===== src/rtl/core/bpc_pkg.sv =====
// Package of the button press classifier: widths, register codes, beat types
// and the state token that travels along the row of cells. No dependencies.
`default_nettype none

package bpc_pkg;

    localparam int NUM_INPUTS = 8;
    localparam int FIELD_W    = 8;
    localparam int CNT_W      = 16;
    localparam int OWNER_W    = 4;
    localparam int DEB_W      = 10;
    localparam int DWIN_W     = 12;
    localparam int LONG_W     = 16;
    localparam int CFG_IDX_W  = 3;
    localparam int CFG_DATA_W = 16;

    localparam logic [CNT_W-1:0]   CNT_MAX    = {CNT_W{1'b1}};
    localparam logic [OWNER_W-1:0] OWNER_NONE = OWNER_W'(8);

    localparam logic [DEB_W-1:0]  DEBOUNCE_RESET = DEB_W'(50);
    localparam logic [DWIN_W-1:0] DWIN_RESET     = DWIN_W'(500);
    localparam logic [LONG_W-1:0] LONG_RESET     = LONG_W'(1500);

    typedef enum logic [CFG_IDX_W-1:0] {
        CFG_PUSHBUTTON_MASK = 3'd0,
        CFG_SWITCH_MASK     = 3'd1,
        CFG_DEBOUNCE        = 3'd2,
        CFG_DOUBLE_WINDOW   = 3'd3,
        CFG_LONG_PRESS      = 3'd4
    } t_cfg_index;

    typedef struct packed {
        logic [FIELD_W-1:0] levels;
        logic [FIELD_W-1:0] changed;
    } t_in;

    typedef struct packed {
        logic [FIELD_W-1:0] single_press;
        logic [FIELD_W-1:0] double_press;
        logic [FIELD_W-1:0] long_press;
        logic [FIELD_W-1:0] switch_on;
        logic [FIELD_W-1:0] switch_off;
    } t_out;

    // Timing thresholds seen by every cell.
    typedef struct packed {
        logic [DEB_W-1:0]  debounce_ms;
        logic [DWIN_W-1:0] double_window_ms;
        logic [LONG_W-1:0] long_press_ms;
    } t_cfg;

    // Shared state as one input leaves it for the next.
    typedef struct packed {
        logic [CNT_W-1:0]   since_change;
        logic [CNT_W-1:0]   since_release;
        logic [CNT_W-1:0]   since_press;
        logic [OWNER_W-1:0] double_owner;
        logic [OWNER_W-1:0] long_owner;
        logic               skip_release;
    } t_shared;

    typedef struct packed {
        logic    valid;
        t_shared st;
    } t_token;

    // Pulses of one input for one tick.
    typedef struct packed {
        logic single_press;
        logic double_press;
        logic long_press;
        logic switch_on;
        logic switch_off;
    } t_pulse;

    function automatic logic [CNT_W-1:0] sat_inc(input logic [CNT_W-1:0] c);
        return (c == CNT_MAX) ? CNT_MAX : c + CNT_W'(1);
    endfunction

endpackage

`default_nettype wire


===== src/rtl/core/button_press_classifier_unit.sv =====
// Button press classifier: one tick a beat in, one pulse set a beat out, with
// a row of bpc_cell instances that each handle one input. Depends on bpc_pkg.
//
// Each input beat is one tick. The shared state token enters the row with its
// counters advanced and moves one cell a cycle. After the last cell the tick
// is marked done, then moved into the output register, which raises the output
// valid and frees the input for the next beat. When the output is not held
// off, the walk along the row sets the rate. One tick is in the row at a time:
// the next beat is taken once the previous result has moved into the output
// register, even while that result still waits to be taken. Registers are
// written through the plain write port; indexes beyond the five registers are
// ignored.
`default_nettype none

module button_press_classifier_unit
    import bpc_pkg::*;
(
    input  wire logic                  i_clk,
    input  wire logic                  i_rst_n,
    input  wire logic                  i_in_valid,
    output logic                       o_in_ready,
    input  wire t_in                   i_in_data,
    output logic                       o_out_valid,
    input  wire logic                  i_out_ready,
    output t_out                       o_out_data,
    input  wire logic                  i_cfg_we,
    input  wire logic [CFG_IDX_W-1:0]  i_cfg_index,
    input  wire logic [CFG_DATA_W-1:0] i_cfg_data
);

    logic [FIELD_W-1:0] r_pb_mask;
    logic [FIELD_W-1:0] r_sw_mask;
    t_cfg               r_cfg;

    t_shared            r_state;
    t_in                r_in;
    logic               r_busy;
    logic               r_start;
    logic               r_done;
    logic               r_out_valid;
    t_out               r_out;
    t_out               n_out;

    t_token             w_tok [NUM_INPUTS+1];
    t_pulse             w_pulse [NUM_INPUTS];
    logic               in_acc;
    logic               out_free;

    assign in_acc   = i_in_valid && !r_busy;
    assign out_free = !r_out_valid || i_out_ready;

    // Configuration registers.
    always_ff @(posedge i_clk) begin
        if (!i_rst_n) begin
            r_pb_mask              <= '0;
            r_sw_mask              <= '0;
            r_cfg.debounce_ms      <= DEBOUNCE_RESET;
            r_cfg.double_window_ms <= DWIN_RESET;
            r_cfg.long_press_ms    <= LONG_RESET;
        end else if (i_cfg_we) begin
            case (t_cfg_index'(i_cfg_index))
                CFG_PUSHBUTTON_MASK: r_pb_mask <= i_cfg_data[FIELD_W-1:0];
                CFG_SWITCH_MASK:     r_sw_mask <= i_cfg_data[FIELD_W-1:0];
                CFG_DEBOUNCE:        r_cfg.debounce_ms <= i_cfg_data[DEB_W-1:0];
                CFG_DOUBLE_WINDOW:   r_cfg.double_window_ms <= i_cfg_data[DWIN_W-1:0];
                CFG_LONG_PRESS:      r_cfg.long_press_ms <= i_cfg_data[LONG_W-1:0];
                default: ;
            endcase
        end
    end

    // The counters advance once per tick before the first input sees them.
    always_comb begin
        w_tok[0]                  = '0;
        w_tok[0].valid            = r_start;
        w_tok[0].st               = r_state;
        w_tok[0].st.since_change  = sat_inc(r_state.since_change);
        w_tok[0].st.since_release = sat_inc(r_state.since_release);
        w_tok[0].st.since_press   = sat_inc(r_state.since_press);
    end

    for (genvar i = 0; i < NUM_INPUTS; i++) begin : g_cell
        logic pb;
        logic sw;
        logic lvl;
        logic chg;

        if (i < FIELD_W) begin : g_live
            assign pb  = r_pb_mask[i];
            assign sw  = r_sw_mask[i];
            assign lvl = r_in.levels[i];
            assign chg = r_in.changed[i];
        end else begin : g_pad
            assign pb  = 1'b0;
            assign sw  = 1'b0;
            assign lvl = 1'b0;
            assign chg = 1'b0;
        end

        bpc_cell u_cell (
            .i_clk     (i_clk),
            .i_rst_n   (i_rst_n),
            .i_index   (OWNER_W'(i)),
            .i_cfg     (r_cfg),
            .i_pb      (pb),
            .i_sw      (sw),
            .i_level   (lvl),
            .i_changed (chg),
            .i_tok     (w_tok[i]),
            .o_tok     (w_tok[i+1]),
            .o_pulse   (w_pulse[i])
        );
    end

    // Gather the per-input pulses into the output masks.
    for (genvar i = 0; i < FIELD_W; i++) begin : g_gather
        if (i < NUM_INPUTS) begin : g_used
            assign n_out.single_press[i] = w_pulse[i].single_press;
            assign n_out.double_press[i] = w_pulse[i].double_press;
            assign n_out.long_press[i]   = w_pulse[i].long_press;
            assign n_out.switch_on[i]    = w_pulse[i].switch_on;
            assign n_out.switch_off[i]   = w_pulse[i].switch_off;
        end else begin : g_unused
            assign n_out.single_press[i] = 1'b0;
            assign n_out.double_press[i] = 1'b0;
            assign n_out.long_press[i]   = 1'b0;
            assign n_out.switch_on[i]    = 1'b0;
            assign n_out.switch_off[i]   = 1'b0;
        end
    end

    always_ff @(posedge i_clk) begin
        if (!i_rst_n) begin
            r_busy                <= 1'b0;
            r_start               <= 1'b0;
            r_done                <= 1'b0;
            r_out_valid           <= 1'b0;
            r_state.since_change  <= CNT_MAX;
            r_state.since_release <= CNT_MAX;
            r_state.since_press   <= CNT_MAX;
            r_state.double_owner  <= OWNER_NONE;
            r_state.long_owner    <= OWNER_NONE;
            r_state.skip_release  <= 1'b0;
        end else begin
            r_start <= in_acc;
            if (in_acc) begin
                r_busy <= 1'b1;
            end
            if (w_tok[NUM_INPUTS].valid) begin
                r_state <= w_tok[NUM_INPUTS].st;
                r_done  <= 1'b1;
            end
            // A finished tick waits in the cells until the output register frees.
            if (r_done && out_free) begin
                r_done      <= 1'b0;
                r_busy      <= 1'b0;
                r_out_valid <= 1'b1;
            end else if (i_out_ready) begin
                r_out_valid <= 1'b0;
            end
        end
    end

    always_ff @(posedge i_clk) begin
        if (in_acc) begin
            r_in <= i_in_data;
        end
        if (r_done && out_free) begin
            r_out <= n_out;
        end
    end

    assign o_in_ready  = !r_busy;
    assign o_out_valid = r_out_valid;
    assign o_out_data  = r_out;

endmodule

`default_nettype wire


===== src/rtl/core/bpc_cell.sv =====
// One cell of the classifier row: handles a single input and hands the
// updated shared state to its neighbour. Depends on bpc_pkg.
`default_nettype none

module bpc_cell
    import bpc_pkg::*;
(
    input  wire logic               i_clk,
    input  wire logic               i_rst_n,
    input  wire logic [OWNER_W-1:0] i_index,
    input  wire t_cfg               i_cfg,
    input  wire logic               i_pb,
    input  wire logic               i_sw,
    input  wire logic               i_level,
    input  wire logic               i_changed,
    input  wire t_token             i_tok,
    output t_token                  o_tok,
    output t_pulse                  o_pulse
);

    t_token  r_tok;
    t_pulse  r_pulse;
    t_shared n_st;
    t_pulse  n_pulse;
    logic    ch;

    always_comb begin
        n_st    = i_tok.st;
        n_pulse = '0;
        ch      = i_changed;

        if (i_pb && (n_st.since_change < CNT_W'(i_cfg.debounce_ms))) begin
            ch = 1'b0;
        end
        // The change that follows a long press is swallowed on any input.
        if (n_st.skip_release && ch) begin
            n_st.since_change = '0;
            n_st.skip_release = 1'b0;
            ch                = 1'b0;
        end
        if (i_pb && ch && !i_level) begin
            if (n_st.since_release >= CNT_W'(i_cfg.double_window_ms)) begin
                n_st.since_release   = '0;
                n_st.double_owner    = i_index;
                n_pulse.single_press = 1'b1;
            end else if (n_st.double_owner == i_index) begin
                n_pulse.double_press = 1'b1;
            end else begin
                n_pulse.single_press = 1'b1;
            end
        end
        if (i_pb && ch && i_level) begin
            n_st.since_press = '0;
            n_st.long_owner  = i_index;
        end
        if (i_pb && i_level && (n_st.long_owner == i_index) && !n_st.skip_release
                && (n_st.since_press >= i_cfg.long_press_ms)) begin
            n_pulse.long_press = 1'b1;
            n_st.skip_release  = 1'b1;
        end
        if (!i_pb && i_sw && ch) begin
            n_pulse.single_press = 1'b1;
            n_pulse.switch_on    = i_level;
            n_pulse.switch_off   = !i_level;
        end
        if (ch) begin
            n_st.since_change = '0;
        end
    end

    always_ff @(posedge i_clk) begin
        if (!i_rst_n) begin
            r_tok.valid <= 1'b0;
        end else begin
            r_tok.valid <= i_tok.valid;
        end
    end

    always_ff @(posedge i_clk) begin
        r_tok.st <= n_st;
        if (i_tok.valid) begin
            r_pulse <= n_pulse;
        end
    end

    assign o_tok   = r_tok;
    assign o_pulse = r_pulse;

endmodule

`default_nettype wire


===== config.mk =====
export PLATFORM = sky130hd
export DESIGN_NAME = button_press_classifier_unit
export DESIGN_NICKNAME = d
export VERILOG_FILES = /design/src/rtl/core/bpc_pkg.sv /design/src/rtl/core/button_press_classifier_unit.sv /design/src/rtl/core/bpc_cell.sv
export SDC_FILE = /design/constraint.sdc
export NUM_CORES = 1
export LEC_CHECK = 0
export ABC_AREA = 1
export BUFFER_PORTS_ARGS = -buffer_cell sky130_fd_sc_hd__buf_2
export CORE_MARGIN = 3
export CORE_UTILIZATION = 50
export DETAILED_ROUTE_END_ITERATION = 8
export PLACE_DENSITY_LB_ADDON = 0.12
export SYNTH_ARGS = -nofsm -noshare
export SYNTH_HDL_FRONTEND = slang
export SYNTH_SLANG_ARGS = --single-unit
export TNS_END_PERCENT = 5

===== constraint.sdc =====
create_clock -name i_clk -period 5 [get_ports i_clk]
set_input_delay 1 -clock i_clk [delete_from_list [all_inputs] [get_ports i_clk]]
set_output_delay 1 -clock i_clk [all_outputs]
set_load 0.03 [all_outputs]

After elaboration in Yosys (flattened, before gate mapping)
Cells that the tools add are included.
Operators by class
  add/sub/neg operators: 3
  order comparisons: 24
  equal/unequal tests: 21
  mux-type cells: 125
  bitwise logic cells: 9
  reductions and logical operators: 143
Operator list (number)
  $mux W16: 27
  $ge A16 B12 Y1: 8
  $ge A16 B16 Y1: 8
  $lt A16 B10 Y1: 8
  $mux W4: 24
  $logic_and A1 B1 Y1: 90
  $mux W1: 66
  $add A16 B1 Y16 const B: 3
  $eq A16 B16 Y1 const B: 3
  $reduce_or A2 Y1: 17
  $eq A4 B3 Y1 const B: 8
  $logic_not A1 Y1: 26
  $eq A4 B2 Y1 const B: 4
  $mux W2: 8
  $reduce_and A2 Y1: 5
  $not A1 Y1: 9
  $eq A4 B1 Y1 const B: 2
  $logic_not A4 Y1: 2
  $eq A3 B2 Y1 const B: 2
  $eq A3 B1 Y1 const B: 1
  $eq A3 B3 Y1 const B: 1
  $logic_not A3 Y1: 1
  $reduce_bool A2 Y1: 1
  $logic_or A1 B1 Y1: 1
Word-level totals
  register bits: 675
  bits of input ports: 40
  output and inout bits: 42
  word-level logic and storage cells: 443

Longest topological paths before layout
  depth in word-level cells: 15
  depth in mapped cells: 32
  depth with buffers taken out: 30

Modules after synthesis
From an unflattened synthesis, not the netlist that was laid out.
Unflattened totals
  cells, all modules: 3978
  area, all modules: 31715.4 µm²
Modules (own cells, without submodules)
  bpc_cell (g_cell[0].u_cell ...): instances 7, cells each 391, area an instance 3076.7 µm², seq. area each 1311.3 µm²
  button_press_classifier_unit: instances 1, cells each 849, area an instance 7100.6 µm², seq. area each 3983.8 µm²
  bpc_cell (g_cell[1].u_cell): instances 1, cells each 392, area an instance 3078.0 µm², seq. area each 1311.3 µm²

Worst setup path before layout
Ideal clock, no wire load.
  path type: register to register
  start point: reg r_state[41] (netlist name)
  end point: reg g_cell[0].u_cell.r_pulse (netlist bit g_cell[0].u_cell.o_pulse[2]) (data pin)
  library setup time: 0.252 ns
  data arrival time: 3.597 ns
  data required time: 4.748 ns
  slack: 1.151 ns
  stages on the path, launching flop included: 31
  path buffers: 2
  period minus slack after synthesis: 3.849 ns
  cells stage by stage: dfxtp_1 ha_1 nand2_1 inv_1 nand2_4 nor2_8 nand2_4 clkbuf_1 nand3_1 ha_1 a211oi_1 nand3_1 nor2_1 nand3_1 nor2_1 nand2_1 nand4_1 buf_2 o21ai_0 inv_1 ha_1 a21oi_1 o21ai_0 nand2_1 o211ai_1 nand2_1 o2111ai_1 a31oi_1 nor2_1 nand3_1 inv_1
RTL lines
  start, declared: line button_press_classifier_unit.sv:35  | t_shared r_state;
  start signal, assigned: line button_press_classifier_unit.sv:150  | r_state <= w_tok[NUM_INPUTS].st;
  end signal, assigned: line bpc_cell.sv:82  | r_pulse <= n_pulse;
  end, declared: line bpc_cell.sv:22  | t_pulse r_pulse;

==> summary.txt <==
Status
  – Result of the run: finished clean

Setup path
  – Capture instance of the worst register-to-register path: g_cell[0].u_cell.o_pulse[2]
  – Endpoint type of the worst setup path: register
  – Critical-path maximum fanout: 27
  – Master of the slowest instance on the critical path: sky130_fd_sc_hd__dfxtp_1
  – Cells on worst reg2reg path: 27
  – Kind of cell with the highest combined delay on the critical path: simple AND/OR/NAND/NOR gates
  – Number of buffer and inverter instances along the worst setup path: 4
  – R2r setup slk: between 0.4 and 0.5 ns
  – Launching point of the worst reg2reg path: r_state[41]
  – Required time of the worst setup path: ~5.4 ns
  – Largest stage delay, worst path: between 0.4 and 0.5 ns
  – Critical setup path kind: register to register
  – Crit start category: register
  – Worst path arrival time: just under 5 ns

Yosys
  – Cell accounting for the most synthesized area: sky130_fd_sc_hd__dfxtp_1
  – Prevailing post-synth register cell: sky130_fd_sc_hd__dfxtp_1
  – Ys Warns: 0
  – Synth top area share: approximately two fifths
  – Sequential cell area fraction in the yosys report: approximately half
  – Number of register bits inferred by synthesis: roughly 680
  – EDFF count, synth: between 90 and 100
  – Netlist area before placement: 0.0284 mm²
  – Number of instances in the synthesized netlist: 3,284
  – Post-Synthesis Net Count: between 3,000 and 4,000
  – Syn_area_per_cell: around 8.6 µm²
  – Count of unique library cells instantiated by Yosys: 48
  – Cell types occupying the most area after synthesis: sky130_fd_sc_hd__dfxtp_1 (41%), sky130_fd_sc_hd__ha_1 (13%), sky130_fd_sc_hd__edfxtp_1 (10%), sky130_fd_sc_hd__inv_1 (8.5%), sky130_fd_sc_hd__nand2_1 (6.7%)
  – Share of async-settable or async-resettable flops after synthesis: 0%

Place
  – Worst setup slack before clock tree synthesis: about 0.47 ns
  – Weighted congestion at the end of routability-driven global placement: a little under 0.9
  – Buffers on Ports: roughly 80
  – DP Area: between 0.02 and 0.03 mm²
  – # placed instances: a little over 4,000
  – Post-detailed-placement half-perimeter wirelength: between 50,000 and 60,000 µm

Final layout
  – Most common cell after layout, fill and taps aside: sky130_fd_sc_hd__inv_1
  – Fillcell total: about 4,900
  – Area delta synth->final: 12.9%
  – Final design instance area without fill: between 0.03 and 0.04 mm²
  – Antenna fix cells: 0
  – Share of layout cells above drive strength 1: between 8 and 9%
  – Leading cell types in the layout, fill and taps excluded: sky130_fd_sc_hd__inv_1 (640), sky130_fd_sc_hd__dfxtp_1 (578), sky130_fd_sc_hd__nand2_1 (508)
  – Area taken by multi-input logic gates: between 0.01 and 0.015 mm²
  – FF+latch area: 0.0145 mm²
  – Total Nets Final: 3,747
  – Final Non-Filler Cells: roughly 4,200

STA
  – Final period utilization: roughly 90%
  – F_max: 218 MHz
  – Post-route minimum period: 4.58 ns
  – Total count of max-transition violations in the final report: 0
  – Clock skew: ~0.016 ns
  – Min setup slack post-route: between 0.4 and 0.5 ns
  – Worst-margin pin slew: 1.35 ns
  – Remaining max-slew budget at the tightest pin: ~8.7%
  – Fin Setup TNS: 0 ns
  – Number of failing hold endpoints at the final stage: 0
  – Final setup fails: 0
  – Unrepaired setup endpoints after global routing: no

Clock network
  – Number of CTS-inserted buffers: 72
  – Count of hold buffers inserted by post-cts repair: 0
  – Worst-Skew Late Latency: just over 0.6 ns
  – Post-CTS setup buffers: 0
  – Clock transition at the register clock pins on the worst setup and hold paths after CTS: 0.06 ns
  – Sinks on the clock net: between 600 and 700
  – Level count of the clock H-tree: 3
  – CTS Buffer Depth: 3
  – Clock root cell: sky130_fd_sc_hd__clkbuf_16
  – Cts repair resizes: 0
  – Clock tree from TritonCTS: yes

Floorplan
  – Y dimension of the die: roughly 240 µm
  – Core footprint: 0.0556 mm²
  – Count of boundary I/O pins: 82
  – Die Wd: ~240 µm
  – Area of the die: 0.0597 mm²
  – Starting utilization of the core area: about half
  – Row count: 86

GRT
  – Initial antenna violation count: 7
  – Pin count of the biggest net entering global routing: 87
  – GRT Util Overall: approximately 24%
  – First-pass GRT wire length: ~110,000 µm
  – Grt total ovfl: 0
  – Via count of the first global-routing pass: ~21,000

Power and ir drop
  – Power density of the placed cells: between 300 and 400 mW/mm²
  – VDD IR-drop max: around 0.25 mV
  – Reported leakage power: 16.1 nW
  – Power after layout: around 12 mW

Min path
  – Capture endpoint of the worst hold path: o_out_data[5]
  – Worst hold-check path type: register to register
  – Worst hold path startpoint: g_cell[5].u_cell.o_pulse[0]
  – Cell depth of the worst hold path: 0

Route
  – Iteration-0 DRC count of the detailed router: about 1,500
  – First-pass iteration count of the detailed router: 5
  – Antenna violation net count after detailed routing: 0
  – Vias per cell: roughly 5.0
  – Final Routed Wirelength: between 70,000 and 80,000 µm
  – Average wire length per cell after detail routing: about 17 µm
  – DRC Markers: 0
  – Routed vias: around 21,000

Job
  – Max-cap viol count: 0
-- cells in the mapped netlist, drive strengths merged (4+ instances only) --
| cell type | n |
|---|---|
| inv | 643 |
| dfxtp | 579 |
| nand2 | 518 |
| nor2 | 406 |
| ha | 299 |
| a21oi | 204 |
| o21ai | 163 |
| nand3 | 133 |
| edfxtp | 96 |
| clkbuf | 44 |
| nand4 | 32 |
| o211ai | 26 |
| buf | 22 |
| nor3 | 19 |
| xor2 | 18 |
| a31oi | 12 |
| a211oi | 11 |
| a2111oi | 9 |
| or2 | 9 |
| a21o | 8 |
| nor4 | 7 |
| xnor2 | 5 |
| o311ai | 4 |
-- metal layers --
layer,global-route usage [%],wire [µm],vias to the layer above
met2,39.4,32400,456
li1,-,-,10700
met3,4.21,3380,141
met4,9.54,2810,10
met5,0,62,-
met1,32.6,33600,9897
-- cells by family (layout without fill, tap and decap cells) --
logic type	Yosys count	in the layout	synth area share (%)
fa+ha+maj	299	299	13.2
buf+inv	711	892	9.54
flops	675	675	51.0
simple gates	1130	1130	17.0
xor+xnor	23	23	0.709
compound gates	446	446	8.59
-- worst max path at each step --
| stage | endpoint | start | slack, ns | cells past startpoint |
|---|---|---|---|---|
| global route | g_cell[0].u_cell.o_pulse[2] | r_state[41] | 0.03 | 27 |
| floorplan | g_cell[0].u_cell.o_pulse[2] | r_state[41] | 1.15 | 30 |
| global placement | g_cell[0].u_cell.o_pulse[2] | r_state[41] | 0.60 | 27 |
| CTS | g_cell[0].u_cell.o_pulse[2] | r_state[41] | 0.48 | 27 |
| detailed placement | g_cell[0].u_cell.o_pulse[2] | r_state[41] | 0.47 | 27 |
| finish | g_cell[0].u_cell.o_pulse[2] | r_state[41] | 0.42 | 27 |
-- stage by stage --
| step | utilization, % | hold WS [ns] |
|---|---|---|
| finish | 57.6 | 0.417 |
| global route | 57.6 | 0.426 |
| CTS | 57.6 | 0.418 |
| detailed placement | 53.4 | 0.405 |
| global placement | 53.4 | 0.404 |
| floorplan | - | 0.397 |
-- sequential cells by signal (all words and copies together) (netlist names), 8 cells and up --
| name | flops |
|---|---|
| g_cell.u_cell.o_tok | 464 |
| r_state | 57 |
| g_cell.u_cell.o_pulse | 40 |
| o_out_data | 40 |
| r_cfg | 38 |
| g_cell.chg | 8 |
| g_cell.lvl | 8 |
| r_pb_mask | 8 |
| r_sw_mask | 8 |
-- where the power goes --
part	internal (mW)	leakage [nW]	total (mW)	switching [mW]
Sequential	5.70	5.62	5.80	0.0989
Combinational	0.292	9.30	0.826	0.535
Clock	3.07	1.15	5.24	2.17
-- cell type report --
class	count	area share, %
clock buffer	103	6.36
clock inverter	28	0.944
inverter	645	7.56
multi-input combinational	1898	35.0
sequential	675	45.1
tap	748	2.92
timing repair buffer	116	2.08
Note: power is estimated with default switching activity, not from simulation.
